==> src/rtl/core/sdtl_pkg.sv <==
package sdtl_pkg;

	// Operation codes on the input channel
	localparam logic [1:0] OP_TICK  = 2'd0;
	localparam logic [1:0] OP_START = 2'd1;
	localparam logic [1:0] OP_STOP  = 2'd2;

	localparam int DEF_NUM_TIMERS = 16;
	localparam int MAX_RESULTS    = 16;
	localparam int CNT_W          = 5;
	localparam int SLOT_EXT_W     = 6;
	localparam int MASK_W         = 16;

	// Register indexes on the configuration port
	localparam logic REG_PERIODIC = 1'b0;
	localparam logic REG_NOTIFY   = 1'b1;

	// Commands from the controller to the datapath
	typedef struct packed {
		logic latch_in;
		logic tick_inc;
		logic remove;
		logic st_write;
		logic ins_adv;
		logic ins_put;
		logic rd_head;
		logic fire;
		logic push_mid;
		logic load_pend;
		logic push_end;
	} sdtl_cmd_t;

	// Status from the datapath to the controller
	typedef struct packed {
		logic slot_ok;
		logic ins_full;
		logic ins_end;
		logic ins_less;
		logic head_empty;
		logic head_fired;
		logic head_early;
		logic emit;
		logic periodic;
		logic pend_valid;
		logic out_free;
	} sdtl_sts_t;

	// Masks cover slots 0 to 15 only
	function automatic logic mask_bit(input logic [MASK_W-1:0] m,
			input logic [SLOT_EXT_W-1:0] s);
		return (s < SLOT_EXT_W'(MASK_W)) && m[s[3:0]];
	endfunction

endpackage

==> src/rtl/core/sdtl_ctrl.sv <==
module sdtl_ctrl (
	input  logic               clk,
	input  logic               arst_n,
	input  logic               in_valid,
	input  logic [1:0]         operation,
	output logic               in_stall,
	input  sdtl_pkg::sdtl_sts_t sts,
	output sdtl_pkg::sdtl_cmd_t cmd
);
	import sdtl_pkg::*;

	typedef enum logic [3:0] {
		ST_IDLE, ST_REMOVE, ST_WRITE, ST_INS_RD, ST_INS_CMP, ST_INS_PUT,
		ST_T_HEAD, ST_T_CHK, ST_T_NOTE, ST_T_END
	} state_t;

	state_t state_q, state_d;
	logic   tick_ctx_q, tick_ctx_d;
	logic   start_q, start_d;
	state_t ret_st;

	assign in_stall = (state_q != ST_IDLE);
	assign ret_st   = tick_ctx_q ? ST_T_HEAD : ST_IDLE;

	// Decode state into commands and next state
	always_comb begin
		cmd        = '0;
		state_d    = state_q;
		tick_ctx_d = tick_ctx_q;
		start_d    = start_q;
		case (state_q)
			ST_IDLE: begin
				if (in_valid) begin
					cmd.latch_in = 1'b1;
					case (operation)
						OP_TICK: begin
							cmd.tick_inc = 1'b1;
							tick_ctx_d   = 1'b1;
							state_d      = ST_T_HEAD;
						end
						OP_START: begin
							tick_ctx_d = 1'b0;
							start_d    = 1'b1;
							if (sts.slot_ok) state_d = ST_REMOVE;
						end
						OP_STOP: begin
							tick_ctx_d = 1'b0;
							start_d    = 1'b0;
							if (sts.slot_ok) state_d = ST_REMOVE;
						end
						default: state_d = ST_IDLE;
					endcase
				end
			end
			ST_REMOVE: begin
				cmd.remove = 1'b1;
				state_d    = start_q ? ST_WRITE : ret_st;
			end
			ST_WRITE: begin
				cmd.st_write = 1'b1;
				state_d      = ST_INS_RD;
			end
			ST_INS_RD: begin
				if (sts.ins_full) state_d = ret_st;
				else if (sts.ins_end) state_d = ST_INS_PUT;
				else state_d = ST_INS_CMP;
			end
			ST_INS_CMP: begin
				if (sts.ins_less) state_d = ST_INS_PUT;
				else begin
					cmd.ins_adv = 1'b1;
					state_d     = ST_INS_RD;
				end
			end
			ST_INS_PUT: begin
				cmd.ins_put = 1'b1;
				state_d     = ret_st;
			end
			ST_T_HEAD: begin
				cmd.rd_head = 1'b1;
				if (sts.head_empty || sts.head_fired) state_d = ST_T_END;
				else state_d = ST_T_CHK;
			end
			ST_T_CHK: begin
				if (sts.head_early) state_d = ST_T_END;
				else begin
					cmd.fire = 1'b1;
					state_d  = ST_T_NOTE;
				end
			end
			ST_T_NOTE: begin
				if (!(sts.emit && sts.pend_valid && !sts.out_free)) begin
					cmd.push_mid  = sts.emit;
					cmd.load_pend = sts.emit;
					start_d       = sts.periodic;
					state_d       = ST_REMOVE;
				end
			end
			ST_T_END: begin
				if (!sts.pend_valid) state_d = ST_IDLE;
				else if (sts.out_free) begin
					cmd.push_end = 1'b1;
					state_d      = ST_IDLE;
				end
			end
			default: state_d = ST_IDLE;
		endcase
	end

	// Hold state
	always_ff @(posedge clk or negedge arst_n) begin
		if (!arst_n) begin
			state_q    <= ST_IDLE;
			tick_ctx_q <= 1'b0;
			start_q    <= 1'b0;
		end else begin
			state_q    <= state_d;
			tick_ctx_q <= tick_ctx_d;
			start_q    <= start_d;
		end
	end

endmodule

==> src/rtl/core/sdtl_dp.sv <==
module sdtl_dp #(
	parameter int NUM_TIMERS = sdtl_pkg::DEF_NUM_TIMERS
) (
	input  logic                clk,
	input  logic                arst_n,
	input  logic [3:0]          slot_index,
	input  logic [31:0]         duration,
	input  logic [15:0]         periodic_mask,
	input  logic [15:0]         notify_mask,
	input  sdtl_pkg::sdtl_cmd_t cmd,
	output sdtl_pkg::sdtl_sts_t sts,
	output logic                out_valid,
	input  logic                out_stall,
	output logic [3:0]          fired_slot,
	output logic                last_fire
);
	import sdtl_pkg::*;

	localparam int IW = (NUM_TIMERS > 1) ? $clog2(NUM_TIMERS) : 1;
	localparam int LW = $clog2(NUM_TIMERS + 1);

	logic [31:0]          now_q;
	logic                 cur_q;
	logic [LW-1:0]        len_q [2];
	logic [IW-1:0]        ord_q [2][NUM_TIMERS];
	logic [IW-1:0]        slot_q;
	logic [31:0]          dur_q;
	logic [31:0]          dl_new_q;
	logic                 ins_p_q;
	logic [LW-1:0]        pos_q;
	logic [NUM_TIMERS-1:0] fired_q;
	logic [CNT_W-1:0]     cnt_q;
	logic                 pend_valid_q;
	logic [IW-1:0]        pend_slot_q;
	logic                 out_valid_q;
	logic [3:0]           out_slot_q;
	logic                 out_last_q;
	logic [63:0]          mem [NUM_TIMERS];
	logic [63:0]          rd_q;

	logic [IW-1:0] head;
	logic [IW-1:0] rd_addr;
	logic [32:0]   sum;
	logic          out_free;
	logic          push;
	logic [31:0]   now_inc;

	assign head     = ord_q[cur_q][0];
	assign rd_addr  = cmd.rd_head ? head : ord_q[ins_p_q][pos_q[IW-1:0]];
	assign sum      = {1'b0, now_q} + {1'b0, dur_q};
	assign out_free = !out_valid_q || !out_stall;
	assign push     = (cmd.push_mid && pend_valid_q) || cmd.push_end;
	assign now_inc  = now_q + 32'd1;

	// Report status
	always_comb begin
		sts.slot_ok    = {3'b0, slot_index} < 7'(NUM_TIMERS);
		sts.ins_full   = len_q[ins_p_q] >= LW'(NUM_TIMERS);
		sts.ins_end    = pos_q == len_q[ins_p_q];
		sts.ins_less   = dl_new_q < rd_q[31:0];
		sts.head_empty = len_q[cur_q] == '0;
		sts.head_fired = fired_q[head];
		sts.head_early = now_q < rd_q[31:0];
		sts.emit       = mask_bit(notify_mask, SLOT_EXT_W'(slot_q)) &&
			(cnt_q < CNT_W'(MAX_RESULTS));
		sts.periodic   = mask_bit(periodic_mask, SLOT_EXT_W'(slot_q));
		sts.pend_valid = pend_valid_q;
		sts.out_free   = out_free;
	end

	// Deadline and period store, registered read
	always_ff @(posedge clk) begin
		if (cmd.st_write) mem[slot_q] <= {dur_q, sum[31:0]};
		rd_q <= mem[rd_addr];
	end

	// Latch operands, track insertion and scan
	always_ff @(posedge clk) begin
		if (cmd.latch_in) begin
			slot_q <= IW'(slot_index);
			dur_q  <= duration;
		end
		if (cmd.fire) begin
			slot_q <= head;
			dur_q  <= rd_q[63:32];
		end
		if (cmd.st_write) begin
			dl_new_q <= sum[31:0];
			ins_p_q  <= cur_q ^ sum[32];
			pos_q    <= '0;
		end
		if (cmd.ins_adv) pos_q <= pos_q + LW'(1);
		if (cmd.load_pend) pend_slot_q <= slot_q;
	end

	// Time, lists and per-tick bookkeeping
	always_ff @(posedge clk or negedge arst_n) begin
		if (!arst_n) begin
			now_q        <= '0;
			cur_q        <= 1'b0;
			len_q[0]     <= '0;
			len_q[1]     <= '0;
			fired_q      <= '0;
			cnt_q        <= '0;
			pend_valid_q <= 1'b0;
		end else begin
			if (cmd.tick_inc) begin
				now_q   <= now_inc;
				if (now_inc == '0) cur_q <= ~cur_q;
				fired_q <= '0;
				cnt_q   <= '0;
			end
			if (cmd.fire) fired_q[head] <= 1'b1;
			if (cmd.remove) begin
				for (int p = 0; p < 2; p++) begin
					if (len_q[p] != '0) begin
						for (int k = 0; k < NUM_TIMERS; k++) begin
							if (LW'(k) < len_q[p] && ord_q[p][k] == slot_q) begin
								len_q[p] <= len_q[p] - LW'(1);
							end
						end
					end
				end
			end
			if (cmd.ins_put) len_q[ins_p_q] <= len_q[ins_p_q] + LW'(1);
			if (cmd.load_pend) begin
				pend_valid_q <= 1'b1;
				cnt_q        <= cnt_q + CNT_W'(1);
			end
			if (cmd.push_end) pend_valid_q <= 1'b0;
		end
	end

	// Shift list order on removal and insertion
	always_ff @(posedge clk) begin
		logic ge;
		for (int p = 0; p < 2; p++) begin
			ge = 1'b0;
			for (int k = 0; k < NUM_TIMERS; k++) begin
				ge = ge || (LW'(k) < len_q[p] && ord_q[p][k] == slot_q);
				if (cmd.remove && ge && k < NUM_TIMERS - 1) begin
					ord_q[p][k] <= ord_q[p][k+1];
				end
				if (cmd.ins_put && ins_p_q == p[0]) begin
					if (LW'(k) == pos_q) ord_q[p][k] <= slot_q;
					else if (LW'(k) > pos_q && k > 0) ord_q[p][k] <= ord_q[p][k-1];
				end
			end
		end
	end

	// Output register
	always_ff @(posedge clk or negedge arst_n) begin
		if (!arst_n) begin
			out_valid_q <= 1'b0;
			out_slot_q  <= '0;
			out_last_q  <= 1'b0;
		end else if (push) begin
			out_valid_q <= 1'b1;
			out_slot_q  <= 4'(pend_slot_q);
			out_last_q  <= cmd.push_end;
		end else if (out_valid_q && !out_stall) begin
			out_valid_q <= 1'b0;
		end
	end

	assign out_valid  = out_valid_q;
	assign fired_slot = out_slot_q;
	assign last_fire  = out_last_q;

`ifndef SYNTHESIS
	a_len_total: assert property (@(posedge clk) disable iff (!arst_n)
		({1'b0, len_q[0]} + {1'b0, len_q[1]}) <= (LW+1)'(NUM_TIMERS))
		else $error("lists hold more entries than slots");
	a_put_room: assert property (@(posedge clk) disable iff (!arst_n)
		cmd.ins_put |-> len_q[ins_p_q] < LW'(NUM_TIMERS))
		else $error("insert into full list");
	a_cnt_cap: assert property (@(posedge clk) disable iff (!arst_n)
		cnt_q <= CNT_W'(MAX_RESULTS))
		else $error("fire results exceed cap");
	a_push_free: assert property (@(posedge clk) disable iff (!arst_n)
		push |-> out_free)
		else $error("output overwritten while stalled");
`endif

endmodule

==> src/rtl/core/sorted_deadline_timer_list.sv <==
// Sorted deadline timer list: NUM_TIMERS slots kept in two deadline-sorted
// lists (current and overflow) under a 32-bit tick counter. One item is in
// work at a time. A start walks the target list in sorted order, reading one
// deadline per step from the single-port slot store. A tick reads the head
// and stops when the list is empty or the head has already fired or is not
// yet due; each slot that fires is then removed or, if periodic, restarted.
// Fire results are queued one deep behind the output register, so a stalled
// output holds the block when a notify finds both full, and at the end of a
// tick while a queued beat waits.
// Configuration registers: periodic_mask at 0x0, notify_mask at 0x4.
module sorted_deadline_timer_list #(
	parameter int NUM_TIMERS = sdtl_pkg::DEF_NUM_TIMERS
) (
	input  logic        clk,
	input  logic        arst_n,
	input  logic        psel,
	input  logic        penable,
	input  logic        pwrite,
	input  logic [2:0]  paddr,
	input  logic [31:0] pwdata,
	output logic [31:0] prdata,
	output logic        pready,
	input  logic        in_valid,
	output logic        in_stall,
	input  logic [1:0]  operation,
	input  logic [3:0]  slot_index,
	input  logic [31:0] duration,
	output logic        out_valid,
	input  logic        out_stall,
	output logic [3:0]  fired_slot,
	output logic        last_fire
);
	import sdtl_pkg::*;

	logic [MASK_W-1:0] periodic_mask_q;
	logic [MASK_W-1:0] notify_mask_q;
	sdtl_cmd_t         cmd;
	sdtl_sts_t         sts;

	assign pready = 1'b1;

	// Configuration writes
	always_ff @(posedge clk or negedge arst_n) begin
		if (!arst_n) begin
			periodic_mask_q <= '0;
			notify_mask_q   <= '0;
		end else if (psel && penable && pwrite) begin
			case (paddr[2])
				REG_PERIODIC: periodic_mask_q <= pwdata[MASK_W-1:0];
				REG_NOTIFY:   notify_mask_q   <= pwdata[MASK_W-1:0];
				default:      periodic_mask_q <= periodic_mask_q;
			endcase
		end
	end

	// Configuration reads
	always_comb begin
		case (paddr[2])
			REG_PERIODIC: prdata = {16'b0, periodic_mask_q};
			REG_NOTIFY:   prdata = {16'b0, notify_mask_q};
			default:      prdata = '0;
		endcase
	end

	sdtl_ctrl u_ctrl (
		.clk       (clk),
		.arst_n    (arst_n),
		.in_valid  (in_valid),
		.operation (operation),
		.in_stall  (in_stall),
		.sts       (sts),
		.cmd       (cmd)
	);

	sdtl_dp #(
		.NUM_TIMERS (NUM_TIMERS)
	) u_dp (
		.clk           (clk),
		.arst_n        (arst_n),
		.slot_index    (slot_index),
		.duration      (duration),
		.periodic_mask (periodic_mask_q),
		.notify_mask   (notify_mask_q),
		.cmd           (cmd),
		.sts           (sts),
		.out_valid     (out_valid),
		.out_stall     (out_stall),
		.fired_slot    (fired_slot),
		.last_fire     (last_fire)
	);

endmodule
==> config.mk <==
export PLATFORM = sky130hd
export DESIGN_NAME = sorted_deadline_timer_list
export DESIGN_NICKNAME = d
export VERILOG_FILES = /design/src/rtl/core/sdtl_pkg.sv /design/src/rtl/core/sdtl_ctrl.sv /design/src/rtl/core/sdtl_dp.sv /design/src/rtl/core/sorted_deadline_timer_list.sv
export SDC_FILE = /design/constraint.sdc
export NUM_CORES = 2
export LEC_CHECK = 0
export BUFFER_PORTS_ARGS = -buffer_cell sky130_fd_sc_hd__buf_4
export CORE_AREA = 2 2 480 482
export DETAILED_ROUTE_END_ITERATION = 6
export DIE_AREA = 0 0 482 484
export GPL_TIMING_DRIVEN = 0
export HOLD_SLACK_MARGIN = 0.12
export PLACE_DENSITY = 0.49
export SLEW_MARGIN = 20
export SYNTH_ARGS = -nofsm -noshare
export SYNTH_HDL_FRONTEND = slang
export SYNTH_SLANG_ARGS = --single-unit
export TNS_END_PERCENT = 50
==> constraint.sdc <==
create_clock -name clk -period 9.9 [get_ports clk]
set_input_delay 0 -clock clk [delete_from_list [all_inputs] [get_ports clk]]
set_output_delay 0 -clock clk [all_outputs]
set_load 0.005 [all_outputs]
==> flow_summary.yaml <==
status:
  outcome: "complete, no violations"
detailed_routing:
  drt_iter0_markers: 3745
  ant_nets: 0
  via_count: 42436
  met1_length_um: 87580
  dr.pass1.iters: 5
  route.top_layer_used: "met5"
  drt-total-wl_um: 202400
  via_per_inst: 5.005
  wl_met2_um: 97670
  routedWlPerCell_um: 23.87
  met3_length_um: 11000
  drc: 0
clock_network:
  ctsResizeCount: 0
  clockBufferDepth: 3
  cts-htree-levels: 4
  cts_hold_buf: 118
  postCtsSetupBuffers: 0
  clock-sinks: 1404
  cts_tree: "yes"
  cts-root-buf: "clkbuf_16"
  numCtsBuffers: 150
  clk_latency_ns: 0.82
  clk_pin_slew_worst_paths_ns: 0.06
synthesis:
  synth_xor_xnor_area_share: 0.02867
  synth_top_family_by_area: "compound AO/OA/AOI/OAI gates"
  synthTopCellsByArea: "edfxtp_1 (58%), nand2_1 (4.7%), dfrtp_1 (4.3%)"
  ys_warn_count: 0
  avgSynthCellArea_um2: 13.04
  yosys-top-cells-count: "edfxtp_1 (1230), nand2_1 (801), a21oi_1 (390), nor2_1 (249), mux2i_1 (218)"
  yosys.area_share.adder: 0.02217
  synth_area_um2: 63550
  synth.area.mux_share: 0.06954
  synth_top_cell_by_area: "edfxtp_1"
  synth-simple-area-share: 0.08944
  yosysUniqueCellTypes: 83
  synth_edf_count: 1230
  synth_cells: 4874
  ys_async_sr_fraction: 0.07764
  netlist.area_leader.share: 0.5812
  seq_area_frac_synth: 0.6446
  synth_compound_area_frac: 0.1147
  yosysMostFrequentCell: "edfxtp_1"
  synthFlopType: "edfxtp_1"
  ys_ff_latch: 1404
setup_path:
  critPathRequiredTime_ns: 10.40
  arrival_ns: 6.46
  crit_path_frequent_cell: "buf_4"
  slowest_delay_ns: 0.82
  crit_path_top_delay_cell: "buf_1"
  cp_cell_sequence: "buf_4 -> buf_4 -> buf_6 -> buf_6 -> clkbuf_1 -> buf_1 -> nand3b_1 -> nor3_2 -> buf_4 -> buf_4 -> buf_6 -> buf_4 -> buf_4"
  cp-end-kind: "flip-flop"
  critPathKind: "reg2reg"
  crit_path_start_kind: "flip-flop"
  crit_path_max_fanout: 10
hold_path:
  hold_class: "in2reg"
layout:
  fin_nets: 5514
  fin_util: 0.3325
  drive_gt1_frac: 0.1532
  regArea_um2: 40960
  synthToLayoutAreaGrowth_pct: 19.58
  multi_input_comb_area_um2: 21030
  nFillCells: 22597
placed_design:
  post-place-ws_ns: 3.906
  io_buffers: 83
  dp_hpwl_um: 146000
  gp_congestion: 0.9218
die:
  start_util: 0.2780
  die_w_um: 482
  fp.dieH_um: 484
  dieArea_um2: 233300
  ioPinCount: 120
  rows: 176
  core_area_um2: 228600
timing:
  worstMarginPinSlew_ns: 1.182
  slew_headroom: 0.2118
  hold_viol: 0
  setup_slack_ns: 3.940
  setup_viol: 0
  skew_ns: 0.06097
  slew_viol_final: 0
  setup_tns_ns: 0
  final.period_utilization: 0.6021
  fin_crit_ns: 5.960
  fmax_ghz: 0.1678
  rsz0062_at_grt: "false"
global_route:
  antenna_found_initial: 11
  grt_max_degree: 68
  first_global_vias: 42273
  grt-ovfl-total: 0
  grt_pass1_wl_um: 294700
  grtUsageTotal: 0.1701
pwr:
  p_int_mw: 14.24
  power_mw: 24.74
  p_clk_frac: 0.236
  vdd_drop_max_mv: 0.1988
  switching_share: 0.4244
  seq_power_share: 0.323
  power_switching_mw: 10.50
  power_leakage_nw: 26.94
  power_frac_comb: 0.441
  power.density_nw_per_um2: 325.6
flow_run:
  cap_violations: 0
==> sequential cells by signal, summed over array words and instances, names as in the netlist, 4 cells and up, named ones only <==
name,flops
u_dp.mem,1024
u_dp.ord_q,128
u_dp.rd_q,64
u_dp.dl_new_q,32
u_dp.dur_q,32
u_dp.now_q,32
notify_mask_q,16
periodic_mask_q,16
u_dp.fired_q,16
u_dp.len_q,10
u_dp.cnt_q,5
u_dp.pos_q,5
u_ctrl.state_q,4
u_dp.fired_slot,4
u_dp.pend_slot_q,4
u_dp.slot_q,4
==> cells in the final DEF, fill, tap and decap left out, types with 18 or more instances in the layout <==
master / n
a22oi_1: 86
or3_1: 18
nand3_1: 82
nand4_1: 37
a32oi_1: 126
mux2_2: 104
mux4_2: 45
a21o_1: 38
dfrtp_1: 109
clkbuf_16: 153
and3_1: 25
dfxtp_1: 65
xnor2_2: 20
a221oi_2: 60
nand2_1: 800
nor3_1: 31
xnor2_1: 111
clkbuf_8: 19
nor2_1: 236
clkinv_2: 19
buf_4: 151
buf_2: 84
dlygate4sd3_1: 117
inv_1: 68
a221oi_1: 68
buf_12: 23
mux2i_1: 218
a21oi_1: 389
edfxtp_1: 1230
o21ai_0: 152
buf_6: 44
ha_1: 111
clkbuf_1: 179
buf_16: 18
clkinv_1: 22
xor2_1: 69
==> cell type report <==
class	instances	share of cell area
sequential	1404	0.5391
multi-input combinational	3096	0.2768
clock buffer	203	0.05535
tap	3026	0.04982
timing repair buffer	281	0.04068
buffer	318	0.02233
clock inverter	72	0.01222
inverter	71	0.003507
antenna	8	0.0002634
==> per-stage QoR <==
stage	instances	hold slack (ns)	instance area, um^2
after floorplan	4889	-0.2956	63610
after global placement	7998	0.2416	68020
after detailed placement	8078	-0.02723	69620
after CTS	8471	0.1238	75960
after global routing	8476	0.1488	75990
final	8479	0.1433	75990
==> critical path: cells and delay by family, from the launching register on <==
family / cells / cell delay (ns)
flops: 1 / 0.53
buf+inv: 11 / 3.75
simple gates: 2 / 1.33
==> cells by family (layout without fill, tap and decap cells) <==
kind of cell	count (synthesis)	count (layout)
buf+inv	389	945
fa+ha+maj	112	112
other cells	2	25
compound gates	1052	1052
flops	1404	1404
mux	369	369
xor+xnor	208	208
simple gates	1338	1338
==> metal layers <==
layer | global-route usage | up-vias
li1 | - | 19288
met1 | 0.2251 | 21451
met2 | 0.2840 | 1393
met3 | 0.02639 | 302
met4 | 0.05421 | 2
met5 | 0 | -
==> power groups by stage <==
stage	combinational [mW]	sequential (mW)	clock [mW]
finish	10.9	8.00	5.84
global route	11.8	8.06	6.19
CTS	11.0	8.00	5.95
detailed placement	10.9	8.12	0
global placement	10.8	8.15	0
floorplan	6.69	7.86	0
==> final timing paths <==
| path | to | cells past startpoint | start | slack, ns |
|---|---|---|---|---|
| worst min register to register | u_dp.pend_slot_q[2]$_DFFE_PP_ | 0 | u_dp.slot_q[2]$_DFFE_PP_ | 0.47 |
| worst max register to register | u_dp.mem[2][53]$_DFFE_PP_ | 13 | u_dp.slot_q[1]$_DFFE_PP_ | 3.94 |
| min in group asynchronous | notify_mask_q[10]$_DFFE_PN0P_ | 4 | arst_n | 0.26 |
| max in group asynchronous | u_dp.now_q[25]$_DFFE_PN0P_ | 5 | arst_n | 8.95 |
| worst min-delay path | u_dp.slot_q[2]$_DFFE_PP_ | 4 | slot_index[2] | 0.14 |
| worst max-delay path | u_dp.mem[2][53]$_DFFE_PP_ | 13 | u_dp.slot_q[1]$_DFFE_PP_ | 3.94 |
Note: power is estimated with default switching activity, not from simulation.
